===== config.mk =====
export PLATFORM = sky130hd
export DESIGN_NAME = button_press_classifier_top_flat
export DESIGN_NICKNAME = d
export VERILOG_FILES = /design/src/rtl/bpc_pkg.sv /design/src/rtl/bpc_channels.sv /design/src/rtl/button_press_classifier_top.sv /design/src/flat_wrapper.sv
export VERILOG_INCLUDE_DIRS = /design/src /design/src/rtl
export SDC_FILE = /design/constraint.sdc
export NUM_CORES = 1
export LEC_CHECK = 0
export BUFFER_PORTS_ARGS = -buffer_cell sky130_fd_sc_hd__buf_4
export CELL_PAD_IN_SITES_DETAIL_PLACEMENT = 0
export CELL_PAD_IN_SITES_GLOBAL_PLACEMENT = 1
export CORE_AREA = 2 2 119 121
export CTS_CLUSTER_DIAMETER = 50
export CTS_CLUSTER_SIZE = 8
export DETAILED_ROUTE_END_ITERATION = 8
export DIE_AREA = 0 0 121 123
export PLACE_DENSITY = 0.9
export SETUP_SLACK_MARGIN = 0.2
export SLEW_MARGIN = 20
export SYNTH_ARGS = -nofsm -noshare
export SYNTH_HDL_FRONTEND = slang
export SYNTH_SLANG_ARGS = --single-unit
export TNS_END_PERCENT = 30

===== constraint.sdc =====
create_clock -name i_clk -period 6.8 [get_ports i_clk]
set_input_delay 0 -clock i_clk [delete_from_list [all_inputs] [get_ports i_clk]]
set_output_delay 0 -clock i_clk [all_outputs]
set_load 0.05 [all_outputs]

===== src/rtl/button_press_classifier_top_macros.svh =====
// ----------------------------------------------------------------------------
// button press classifier assertion macros
// shared concurrent assertion forms, clocked and reset-qualified
// ----------------------------------------------------------------------------
`ifndef BUTTON_PRESS_CLASSIFIER_TOP_MACROS_SVH
`define BUTTON_PRESS_CLASSIFIER_TOP_MACROS_SVH

// same-cycle implication
`define BPC_ASSERT_IMP(lbl, clk, rst_n, ante, cons, msg) \
    lbl: assert property (@(posedge clk) disable iff (!(rst_n)) (ante) |-> (cons)) \
        else $error(msg);

// next-cycle implication
`define BPC_ASSERT_NEXT(lbl, clk, rst_n, ante, cons, msg) \
    lbl: assert property (@(posedge clk) disable iff (!(rst_n)) (ante) |=> (cons)) \
        else $error(msg);

`endif


===== src/rtl/bpc_pkg.sv =====
`timescale 1ns / 1ps
`default_nettype none
// ----------------------------------------------------------------------------
// bpc_pkg
// shared widths, codes, reset values and payload types of the button classifier
// ----------------------------------------------------------------------------
package bpc_pkg;

    // widths
    localparam int TIME_WIDTH_DEF = 16;
    localparam int CFG_W          = 16;
    localparam int PRESS_W        = 16;
    localparam int CFG_IDX_W      = 2;
    localparam int EV_W           = 2;

    typedef logic [CFG_W-1:0]     t_cfg_val;
    typedef logic [CFG_IDX_W-1:0] t_cfg_idx;
    typedef logic [EV_W-1:0]      t_event;
    typedef logic [PRESS_W-1:0]   t_press_time;

    // event codes
    localparam t_event EV_NONE  = 2'd0;
    localparam t_event EV_SHORT = 2'd1;
    localparam t_event EV_LONG  = 2'd2;

    // register indexes
    localparam t_cfg_idx REG_DEBOUNCE = 2'd0;
    localparam t_cfg_idx REG_HOLD     = 2'd1;
    localparam t_cfg_idx REG_STEP     = 2'd2;

    // register reset values
    localparam t_cfg_val DEBOUNCE_RST = 16'd50;
    localparam t_cfg_val HOLD_RST     = 16'd600;
    localparam t_cfg_val STEP_RST     = 16'd200;

    // one result item
    typedef struct packed {
        t_event      event_res;
        logic        pressed;
        t_press_time press_time;
        logic        step;
        logic        buzzer_on;
        logic        buzzer_off;
        logic        chirp;
    } t_out_item;

endpackage
`default_nettype wire


===== src/rtl/bpc_channels.sv =====
`timescale 1ns / 1ps
`default_nettype none
// ----------------------------------------------------------------------------
// bpc channel interfaces
// valid/ready channels for tick input, result output and register writes
// ----------------------------------------------------------------------------

// tick input channel
interface bpc_in_if;
    logic valid;
    logic ready;
    logic raw_level;

    modport source (output valid, output raw_level, input ready);
    modport sink   (input valid, input raw_level, output ready);
endinterface

// result output channel
interface bpc_out_if;
    logic                valid;
    logic                ready;
    bpc_pkg::t_event     event_res;
    logic                pressed;
    bpc_pkg::t_press_time press_time;
    logic                step;
    logic                buzzer_on;
    logic                buzzer_off;
    logic                chirp;

    modport source (output valid, output event_res, output pressed, output press_time,
                    output step, output buzzer_on, output buzzer_off, output chirp,
                    input ready);
    modport sink   (input valid, input event_res, input pressed, input press_time,
                    input step, input buzzer_on, input buzzer_off, input chirp,
                    output ready);
endinterface

// register write channel
interface bpc_cfg_if;
    logic              valid;
    logic              ready;
    bpc_pkg::t_cfg_idx index;
    bpc_pkg::t_cfg_val data;

    modport source (output valid, output index, output data, input ready);
    modport sink   (input valid, input index, input data, output ready);
endinterface
`default_nettype wire


===== src/rtl/button_press_classifier_top.sv =====
`timescale 1ns / 1ps
`default_nettype none
// ----------------------------------------------------------------------------
// button_press_classifier_top
// debounce, long press and auto-repeat for one push button, one item per tick
// ----------------------------------------------------------------------------
// usage:
//   i_in carries one transaction per millisecond tick with the raw pin level
//   (0 = pressed). o_out returns exactly one result per tick: event code,
//   debounced state, press duration and the step / buzzer / chirp pulses.
//   i_cfg writes debounce_ms (0), hold_ms (1) and step_ms (2); other indexes
//   are dropped. write registers only while no tick is in flight.
// path: an accepted tick passes the input register, then the result register,
//   and its result is taken from the result register.
// throughput: one tick per cycle unless o_out stalls; the whole update of
//   counters and flags is one compare-and-increment pass between the two registers.
// reset: counters and flags clear, registers return to 50 / 600 / 200 ms,
//   both pipeline stages empty.
// stall: while o_out is held off the result register keeps its value, the
//   input register fills, then i_in.ready drops; nothing is lost.
// ----------------------------------------------------------------------------
`include "button_press_classifier_top_macros.svh"

module button_press_classifier_top #(
    parameter int TIME_WIDTH = bpc_pkg::TIME_WIDTH_DEF
) (
    input  logic       i_clk,
    input  logic       i_rst_n,
    bpc_in_if.sink     i_in,
    bpc_out_if.source  o_out,
    bpc_cfg_if.sink    i_cfg
);

    localparam int CMP_W = (TIME_WIDTH > bpc_pkg::PRESS_W) ? TIME_WIDTH : bpc_pkg::PRESS_W;

    typedef logic [TIME_WIDTH-1:0] t_time;
    typedef logic [CMP_W-1:0]      t_cmp;

    // configuration registers
    bpc_pkg::t_cfg_val r_debounce_ms;
    bpc_pkg::t_cfg_val r_hold_ms;
    bpc_pkg::t_cfg_val r_step_ms;

    // input stage
    logic r_in_valid;
    logic r_in_level;

    // classifier state
    logic  r_stable;
    logic  r_hold_rep;
    t_time r_since_change;
    t_time r_since_step;

    // result stage
    logic               r_out_valid;
    bpc_pkg::t_out_item r_out;

    // next values
    logic               n_stable;
    logic               n_hold_rep;
    t_time              n_since_change;
    t_time              n_since_step;
    bpc_pkg::t_out_item n_out;

    logic                 w_out_free;
    logic                 w_move;
    logic                 w_level_pressed;
    logic                 w_accept;
    logic                 w_past_hold;
    t_time                w_sc_adv;
    t_time                w_ss_adv;
    t_time                w_sc_next;
    bpc_pkg::t_press_time w_press_sat;

    // handshake
    assign w_out_free  = !r_out_valid || o_out.ready;
    assign w_move      = r_in_valid && w_out_free;
    assign i_in.ready  = !r_in_valid || w_out_free;
    assign i_cfg.ready = 1'b1;

    // register writes
    always_ff @(posedge i_clk) begin
        if (!i_rst_n) begin
            r_debounce_ms <= bpc_pkg::DEBOUNCE_RST;
            r_hold_ms     <= bpc_pkg::HOLD_RST;
            r_step_ms     <= bpc_pkg::STEP_RST;
        end else if (i_cfg.valid) begin
            case (i_cfg.index)
                bpc_pkg::REG_DEBOUNCE: r_debounce_ms <= i_cfg.data;
                bpc_pkg::REG_HOLD:     r_hold_ms     <= i_cfg.data;
                bpc_pkg::REG_STEP:     r_step_ms     <= i_cfg.data;
                default: ;
            endcase
        end
    end

    // saturating tick advance of both elapsed counters
    assign w_sc_adv = (r_since_change == '1) ? r_since_change : r_since_change + 1'b1;
    assign w_ss_adv = (r_since_step == '1) ? r_since_step : r_since_step + 1'b1;

    // level change acceptance
    assign w_level_pressed = !r_in_level;
    assign w_accept        = (w_level_pressed != r_stable)
                             && (t_cmp'(w_sc_adv) > t_cmp'(r_debounce_ms));

    // change counter after acceptance
    assign w_sc_next = w_accept ? '0 : w_sc_adv;

    always_comb begin
        n_stable       = r_stable;
        n_hold_rep     = r_hold_rep;
        n_since_change = w_sc_adv;
        n_since_step   = w_ss_adv;
        n_out          = '0;
        n_out.event_res = bpc_pkg::EV_NONE;

        if (w_accept) begin
            n_stable       = w_level_pressed;
            n_since_change = '0;
            if (w_level_pressed) begin
                n_out.buzzer_on = 1'b1;
                n_hold_rep      = 1'b0;
            end else begin
                n_out.buzzer_off = 1'b1;
                if (!r_hold_rep) begin
                    n_out.event_res = bpc_pkg::EV_SHORT;
                end
            end
        end

        // long press, once per press
        if (n_stable && !n_hold_rep && w_past_hold) begin
            n_hold_rep      = 1'b1;
            n_out.event_res = bpc_pkg::EV_LONG;
        end

        // auto-repeat step
        if (n_stable && w_past_hold && (t_cmp'(w_ss_adv) > t_cmp'(r_step_ms))) begin
            n_since_step = '0;
            n_out.step   = 1'b1;
            n_out.chirp  = 1'b1;
        end

        n_out.pressed    = n_stable;
        n_out.press_time = n_stable ? w_press_sat : '0;
    end

    assign w_past_hold = t_cmp'(w_sc_next) > t_cmp'(r_hold_ms);

    // press duration clipped to the output width
    if (TIME_WIDTH > bpc_pkg::PRESS_W) begin : g_press_clip
        assign w_press_sat = (t_cmp'(w_sc_next) > t_cmp'({bpc_pkg::PRESS_W{1'b1}}))
                             ? '1 : w_sc_next[bpc_pkg::PRESS_W-1:0];
    end else begin : g_press_ext
        assign w_press_sat = bpc_pkg::t_press_time'(w_sc_next);
    end

    // control and state registers
    always_ff @(posedge i_clk) begin
        if (!i_rst_n) begin
            r_in_valid     <= 1'b0;
            r_out_valid    <= 1'b0;
            r_stable       <= 1'b0;
            r_hold_rep     <= 1'b0;
            r_since_change <= '0;
            r_since_step   <= '0;
        end else begin
            if (i_in.ready) begin
                r_in_valid <= i_in.valid;
            end
            if (w_out_free) begin
                r_out_valid <= r_in_valid;
            end
            if (w_move) begin
                r_stable       <= n_stable;
                r_hold_rep     <= n_hold_rep;
                r_since_change <= n_since_change;
                r_since_step   <= n_since_step;
            end
        end
    end

    // payload registers
    always_ff @(posedge i_clk) begin
        if (i_in.valid && i_in.ready) begin
            r_in_level <= i_in.raw_level;
        end
        if (w_move) begin
            r_out <= n_out;
        end
    end

    // output drive
    assign o_out.valid      = r_out_valid;
    assign o_out.event_res  = r_out.event_res;
    assign o_out.pressed    = r_out.pressed;
    assign o_out.press_time = r_out.press_time;
    assign o_out.step       = r_out.step;
    assign o_out.buzzer_on  = r_out.buzzer_on;
    assign o_out.buzzer_off = r_out.buzzer_off;
    assign o_out.chirp      = r_out.chirp;

    // assertions
    `BPC_ASSERT_IMP(a_long_has_time, i_clk, i_rst_n,
        r_out_valid && (r_out.event_res == bpc_pkg::EV_LONG),
        r_out.pressed && (r_out.press_time != '0),
        "long press without a held press time")
    `BPC_ASSERT_IMP(a_press_restarts, i_clk, i_rst_n,
        $rose(r_stable), r_since_change == '0,
        "accepted press did not restart the change counter")
    `BPC_ASSERT_NEXT(a_step_restarts, i_clk, i_rst_n,
        w_move && n_out.step, r_since_step == '0,
        "step pulse did not restart the step counter")
    `BPC_ASSERT_IMP(a_step_chirp, i_clk, i_rst_n,
        r_out_valid && r_out.step, r_out.chirp && r_out.pressed,
        "step without chirp or while released")
    `BPC_ASSERT_NEXT(a_press_clears_hold, i_clk, i_rst_n,
        w_move && w_accept && w_level_pressed, !r_hold_rep || !r_stable,
        "long press flagged at the start of a press")

endmodule
`default_nettype wire

===== src/flat_wrapper.sv =====
// flat-port wrapper written by rule: the top's interface ports become plain ports
module button_press_classifier_top_flat 
#(
    parameter int TIME_WIDTH = bpc_pkg::TIME_WIDTH_DEF
)
  (i_clk, i_rst_n, i_in_valid, i_in_raw_level, i_in_ready, o_out_valid, o_out_event_res, o_out_pressed, o_out_press_time, o_out_step, o_out_buzzer_on, o_out_buzzer_off, o_out_chirp, o_out_ready, i_cfg_valid, i_cfg_index, i_cfg_data, i_cfg_ready);
  bpc_in_if i_in_i ();
  bpc_out_if o_out_i ();
  bpc_cfg_if i_cfg_i ();
  input  logic i_clk;
  input  logic i_rst_n;
  input wire logic [$bits(i_in_i.valid)-1:0] i_in_valid;
  input wire logic [$bits(i_in_i.raw_level)-1:0] i_in_raw_level;
  output wire logic [$bits(i_in_i.ready)-1:0] i_in_ready;
  output wire logic [$bits(o_out_i.valid)-1:0] o_out_valid;
  output wire logic [$bits(o_out_i.event_res)-1:0] o_out_event_res;
  output wire logic [$bits(o_out_i.pressed)-1:0] o_out_pressed;
  output wire logic [$bits(o_out_i.press_time)-1:0] o_out_press_time;
  output wire logic [$bits(o_out_i.step)-1:0] o_out_step;
  output wire logic [$bits(o_out_i.buzzer_on)-1:0] o_out_buzzer_on;
  output wire logic [$bits(o_out_i.buzzer_off)-1:0] o_out_buzzer_off;
  output wire logic [$bits(o_out_i.chirp)-1:0] o_out_chirp;
  input wire logic [$bits(o_out_i.ready)-1:0] o_out_ready;
  input wire logic [$bits(i_cfg_i.valid)-1:0] i_cfg_valid;
  input wire logic [$bits(i_cfg_i.index)-1:0] i_cfg_index;
  input wire logic [$bits(i_cfg_i.data)-1:0] i_cfg_data;
  output wire logic [$bits(i_cfg_i.ready)-1:0] i_cfg_ready;
  assign i_in_i.valid = i_in_valid;
  assign i_in_i.raw_level = i_in_raw_level;
  assign i_in_ready = i_in_i.ready;
  assign o_out_valid = o_out_i.valid;
  assign o_out_event_res = o_out_i.event_res;
  assign o_out_pressed = o_out_i.pressed;
  assign o_out_press_time = o_out_i.press_time;
  assign o_out_step = o_out_i.step;
  assign o_out_buzzer_on = o_out_i.buzzer_on;
  assign o_out_buzzer_off = o_out_i.buzzer_off;
  assign o_out_chirp = o_out_i.chirp;
  assign o_out_i.ready = o_out_ready;
  assign i_cfg_i.valid = i_cfg_valid;
  assign i_cfg_i.index = i_cfg_index;
  assign i_cfg_i.data = i_cfg_data;
  assign i_cfg_ready = i_cfg_i.ready;
  button_press_classifier_top #(.TIME_WIDTH(TIME_WIDTH)) u_core (.i_clk(i_clk), .i_rst_n(i_rst_n), .i_in(i_in_i), .o_out(o_out_i), .i_cfg(i_cfg_i));
endmodule

==> run_results.csv <==
group,metric,value,unit
logic_synthesis,ys.flop_type,"dfxtp_1",
logic_synthesis,seq_area_frac_synth,38.61,%
cts,numCtsBuffers,9,
setup_path,cp-end-kind,"flip-flop",
cts,clock_latency,0.36,ns
logic_synthesis,syn_nets,792,
place,dp_hpwl,10.86,mm
power,swShare,25.69,%
setup_path,timing.rr.end,"u_core.r_since_step[8]$_SDFFE_PN0P_",
die,floorplan.rows,43,
routing,dr.pass1.iters,5,
routing,via_count,5113,
routing,drt-total-wl,14.88,mm
cts,clockBufferDepth,2,
finish,antenna_cells,0,
logic_synthesis,synth_edf_count,23,
logic_synthesis,synth_warnings,0,
routing,drtIter0Drc,264,
logic_synthesis,ys_ff_latch,107,
die,die_area,0.01488,mm2
place,portBuffers,48,
die,top_level_ports,50,
setup_path,cp.arrival,6.40,ns
grt,antenna_found_initial,0,
power,p_clk_share,37.0,%
cts,clock_sinks,107,
cts,clk_pin_slew,0.07,ns
sta,fin_crit,6.153,ns
routing,antenna_left,0,
grt,grt_util_all_layers,20.95,%
cts,htreeDepth,3,
logic_synthesis,synth_top_cell_by_area,"dfxtp_1",
power,internal_power,0.0009623,W
setup_path,r2r_start,"u_core.r_since_change[5]$_SDFFE_PN0P_",
setup_path,worstSetupPathType,"flip-flop to flip-flop",
sta,skew,0.007835,ns
finish,syn_to_final_growth,15.72,%
sta,fmax,162.5,MHz
finish,nNetsFinal,841,
routing,drc_errors,0,
job,drv_cap,0,
power,powerDensity,182.1,mW/mm2
logic_synthesis,syn_avg_cell_area,8.558,um2
setup_path,crit_slowest_cell,"dfxtp_1",
setup_path,rr_worst_depth,23,
logic_synthesis,mappedNetlistArea,0.006145,mm2
die,start_util,45.14,%
setup_path,crit_family,"simple AND/OR/NAND/NOR gates",
setup_path,critPathMostFrequentCell,"nor3_1",
setup_path,start_kind,"flip-flop",
sta,period_share,90.49,%
sta,rsz0062_at_grt,"no",
sta,setup_ws,0.6466,ns
cts,cts_tree,"yes",
logic_synthesis,synthArstFlopShare,0,%
power,power.switching,0.0003327,W
routing,wl_per_cell,15.63,um
power,power_frac_comb,10.8,%
finish,drive_gt1_share,12.05,%
sta,tightest_slew,0.7394,ns
logic_synthesis,netlist_instances,718,
grt,grt_overflow_total,0,
setup_path,cp_max_fo,14,
worst_hold_path,hold_class,"input pin to flip-flop",
die,die_x,121,um
grt,grt_pass1_vias,4961,
logic_synthesis,yosysUniqueCellTypes,62,
sta,finalSetupViolCount,0,
die,core,0.01361,mm2
setup_path,required,7.05,ns
setup_path,cp_slowest_stage_delay,0.45,ns
worst_hold_path,hold_depth,4,
place,place_ws,0.2983,ns
logic_synthesis,synth_area_leaders,"dfxtp_1, edfxtp_1, ha_1, nand2_1, a21boi_0",
setup_path,worst-path-buf-inv,2,
grt,grt_pass1_wl,24.41,mm
logic_synthesis,synth_top_area_share,27.37,%
power,p_leak,2.821,nW
sta,hold_viol_final,0,
grt,grt_max_degree,82,
sta,final.setup.tns,0,ns
sta,slew_viol_final,0,
setup_path,path_cells,"nand4_1 -> nor3_1 -> nand2_1 -> nand2b_1 -> nor3_1 -> xnor2_1 -> inv_1 -> ha_1 -> nand2_1 -> nor3_1 -> or3_4 -> or3_1 -> nand3_1 -> buf_4 -> and2_1 -> ha_1 -> nand4_1 -> nor4_2 -> a21boi_0 -> o31a_1 -> nand3_2 -> or2_1 -> a32o_1",
worst_hold_path,min_to,"u_core.r_debounce_ms[2]$_SDFFE_PN0P_",
power,seqPwrFrac,52.2,%
place,place.gp.congestion,0.9785,
logic_synthesis,synth_common_cells,"nand2_1, dfxtp_1, inv_1",
status,status,"finished clean",
setup_path,r2r_slack,0.65,ns
cts,cts_root_buffer,"clkbuf_16",
power,peakVddDrop,154.4,uV
die,die_y,123,um
sta,relSlewSlack,50.71,%
worst_hold_path,hp-start,"i_cfg_index[1]",
routing,viasPerCell,5.371,
logic_synthesis,synth.most_common_cell,"nand2_1",
## placed cells by master, fill, tap and decap left out, types with 2 or more instances in the layout
| cell | count |
|---|---|
| nand3b_1 | 3 |
| edfxtp_1 | 23 |
| nand4_1 | 15 |
| o211ai_1 | 22 |
| mux2i_1 | 2 |
| nor3_1 | 16 |
| nand3_1 | 35 |
| a21o_1 | 3 |
| and4_1 | 3 |
| clkbuf_16 | 9 |
| o31ai_1 | 3 |
| xor2_1 | 4 |
| a21boi_0 | 53 |
| and3b_1 | 2 |
| dlygate4sd3_1 | 20 |
| and3_1 | 2 |
| nand2b_1 | 3 |
| ha_1 | 50 |
| o31ai_2 | 7 |
| and2_1 | 15 |
| nor4_1 | 3 |
| a21oi_1 | 24 |
| a21boi_1 | 3 |
| clkinvlp_4 | 2 |
| dfxtp_1 | 84 |
| clkinv_1 | 3 |
| o22ai_1 | 2 |
| nand2_1 | 139 |
| xnor2_1 | 17 |
| o21ai_0 | 4 |
| nor2_1 | 34 |
| nor2b_1 | 6 |
| nor4_4 | 2 |
| buf_4 | 56 |
| o21a_1 | 3 |
| o31a_1 | 2 |
| clkinv_2 | 2 |
| or3_1 | 3 |
| inv_1 | 61 |
| a32o_1 | 5 |
## layer usage
layer	track usage, %	share of wire [%]	vias up
met5	0	0	-
met3	2.906	4.7	16
met1	28.90	49	2374
met4	9.157	1.7	0
met2	32.83	45	144
li1	-	-	2579
## per-stage QoR
step,power (W),utilization (%),std cells,instance area [um2],hold slack [ns]
floorplan,0.0007748,-,718,6145,0.09887
global placement,0.0008158,48.52,916,6605,0.1807
detailed placement,0.0008190,48.52,916,6605,0.1796
CTS,0.001307,51.92,952,7067,0.09391
global route,0.001344,52.24,952,7111,0.06725
finish,0.001295,52.24,952,7111,0.04525
## flip-flops by register name, indices dropped and copies added, names as in the netlist
name and cells:
u_core.r_debounce_ms 16, u_core.r_since_step 16, u_core.o_out.buzzer_on 1, u_core.o_out.pressed 1
u_core.r_in_level 1, u_core.o_out.chirp 1, u_core.r_stable 1, u_core.r_since_change 16
u_core.o_out.buzzer_off 1, u_core.o_out.event_res 2, u_core.r_hold_rep 1, u_core.r_in_valid 1
u_core.o_out.valid 1, u_core.r_hold_ms 16, u_core.r_step_ms 16, u_core.o_out.press_time 16
## worst max-delay path by stage
stage,from,end,depth (start not counted)
global placement,u_core.r_since_change[3]$_SDFFE_PN0P_,u_core.r_since_step[11]$_SDFFE_PN0P_,21
detailed placement,u_core.r_since_change[5]$_SDFFE_PN0P_,u_core.r_since_step[8]$_SDFFE_PN0P_,22
floorplan,u_core.r_since_change[3]$_SDFFE_PN0P_,u_core.r_since_step[7]$_SDFFE_PN0P_,26
finish,u_core.r_since_change[5]$_SDFFE_PN0P_,u_core.r_since_step[8]$_SDFFE_PN0P_,23
CTS,u_core.r_since_change[5]$_SDFFE_PN0P_,u_core.r_since_step[8]$_SDFFE_PN0P_,22
global route,u_core.r_since_change[5]$_SDFFE_PN0P_,u_core.r_since_step[9]$_SDFFE_PN0P_,23
## cells by family after synthesis
family	after synthesis	synth area share, %
simple gates	292	22.89
compound gates	144	17.92
flops	107	38.61
buf+inv	100	6.882
fa+ha+maj	50	10.18
xor+xnor	22	3.136
mux	2	0.3258
other cells	1	0.06103
## area by class of cell
| class | count | area [um2] |
|---|---|---|
| fill | 1238 | 6501 |
| multi-input combinational | 511 | 3398 |
| sequential | 107 | 2372 |
| timing repair buffer | 76 | 620.6 |
| inverter | 62 | 232.7 |
| clock buffer | 10 | 229.0 |
| tap | 180 | 225.2 |
| clock inverter | 6 | 32.53 |
## worst register-to-register path: cells and delay by family, from the launching register on
family,cells,cell delay (ns)
adder cells (fa/ha/maj),2,0.49
flip-flops,1,0.45
XOR/XNOR,1,0.36
AO/OA/AOI/OAI,3,0.68
AND/OR/NAND/NOR,15,3.78
buffers and inverters,2,0.31
## power by group through the flow
| stage | sequential, W | combinational (W) | clock, W |
|---|---|---|---|
| after global routing | 0.000677 | 0.000153 | 0.000513 |
| after CTS | 0.000675 | 0.000139 | 0.000493 |
| after detailed placement | 0.000690 | 0.000129 | 0 |
| after global placement | 0.000689 | 0.000127 | 0 |
| final | 0.000675 | 0.000140 | 0.000480 |
| after floorplan | 0.000709 | 0.0000662 | 0 |
## timing repair
action | in CTS | in global routing
resized for setup | 0 | 5
setup endpoints to repair | 0 | 19
endpoints found under the hold margin | 52 | 0
buffers inserted | 0 | 0
hold buffers | 20 | 0
Power figures use the tool's default switching activity.
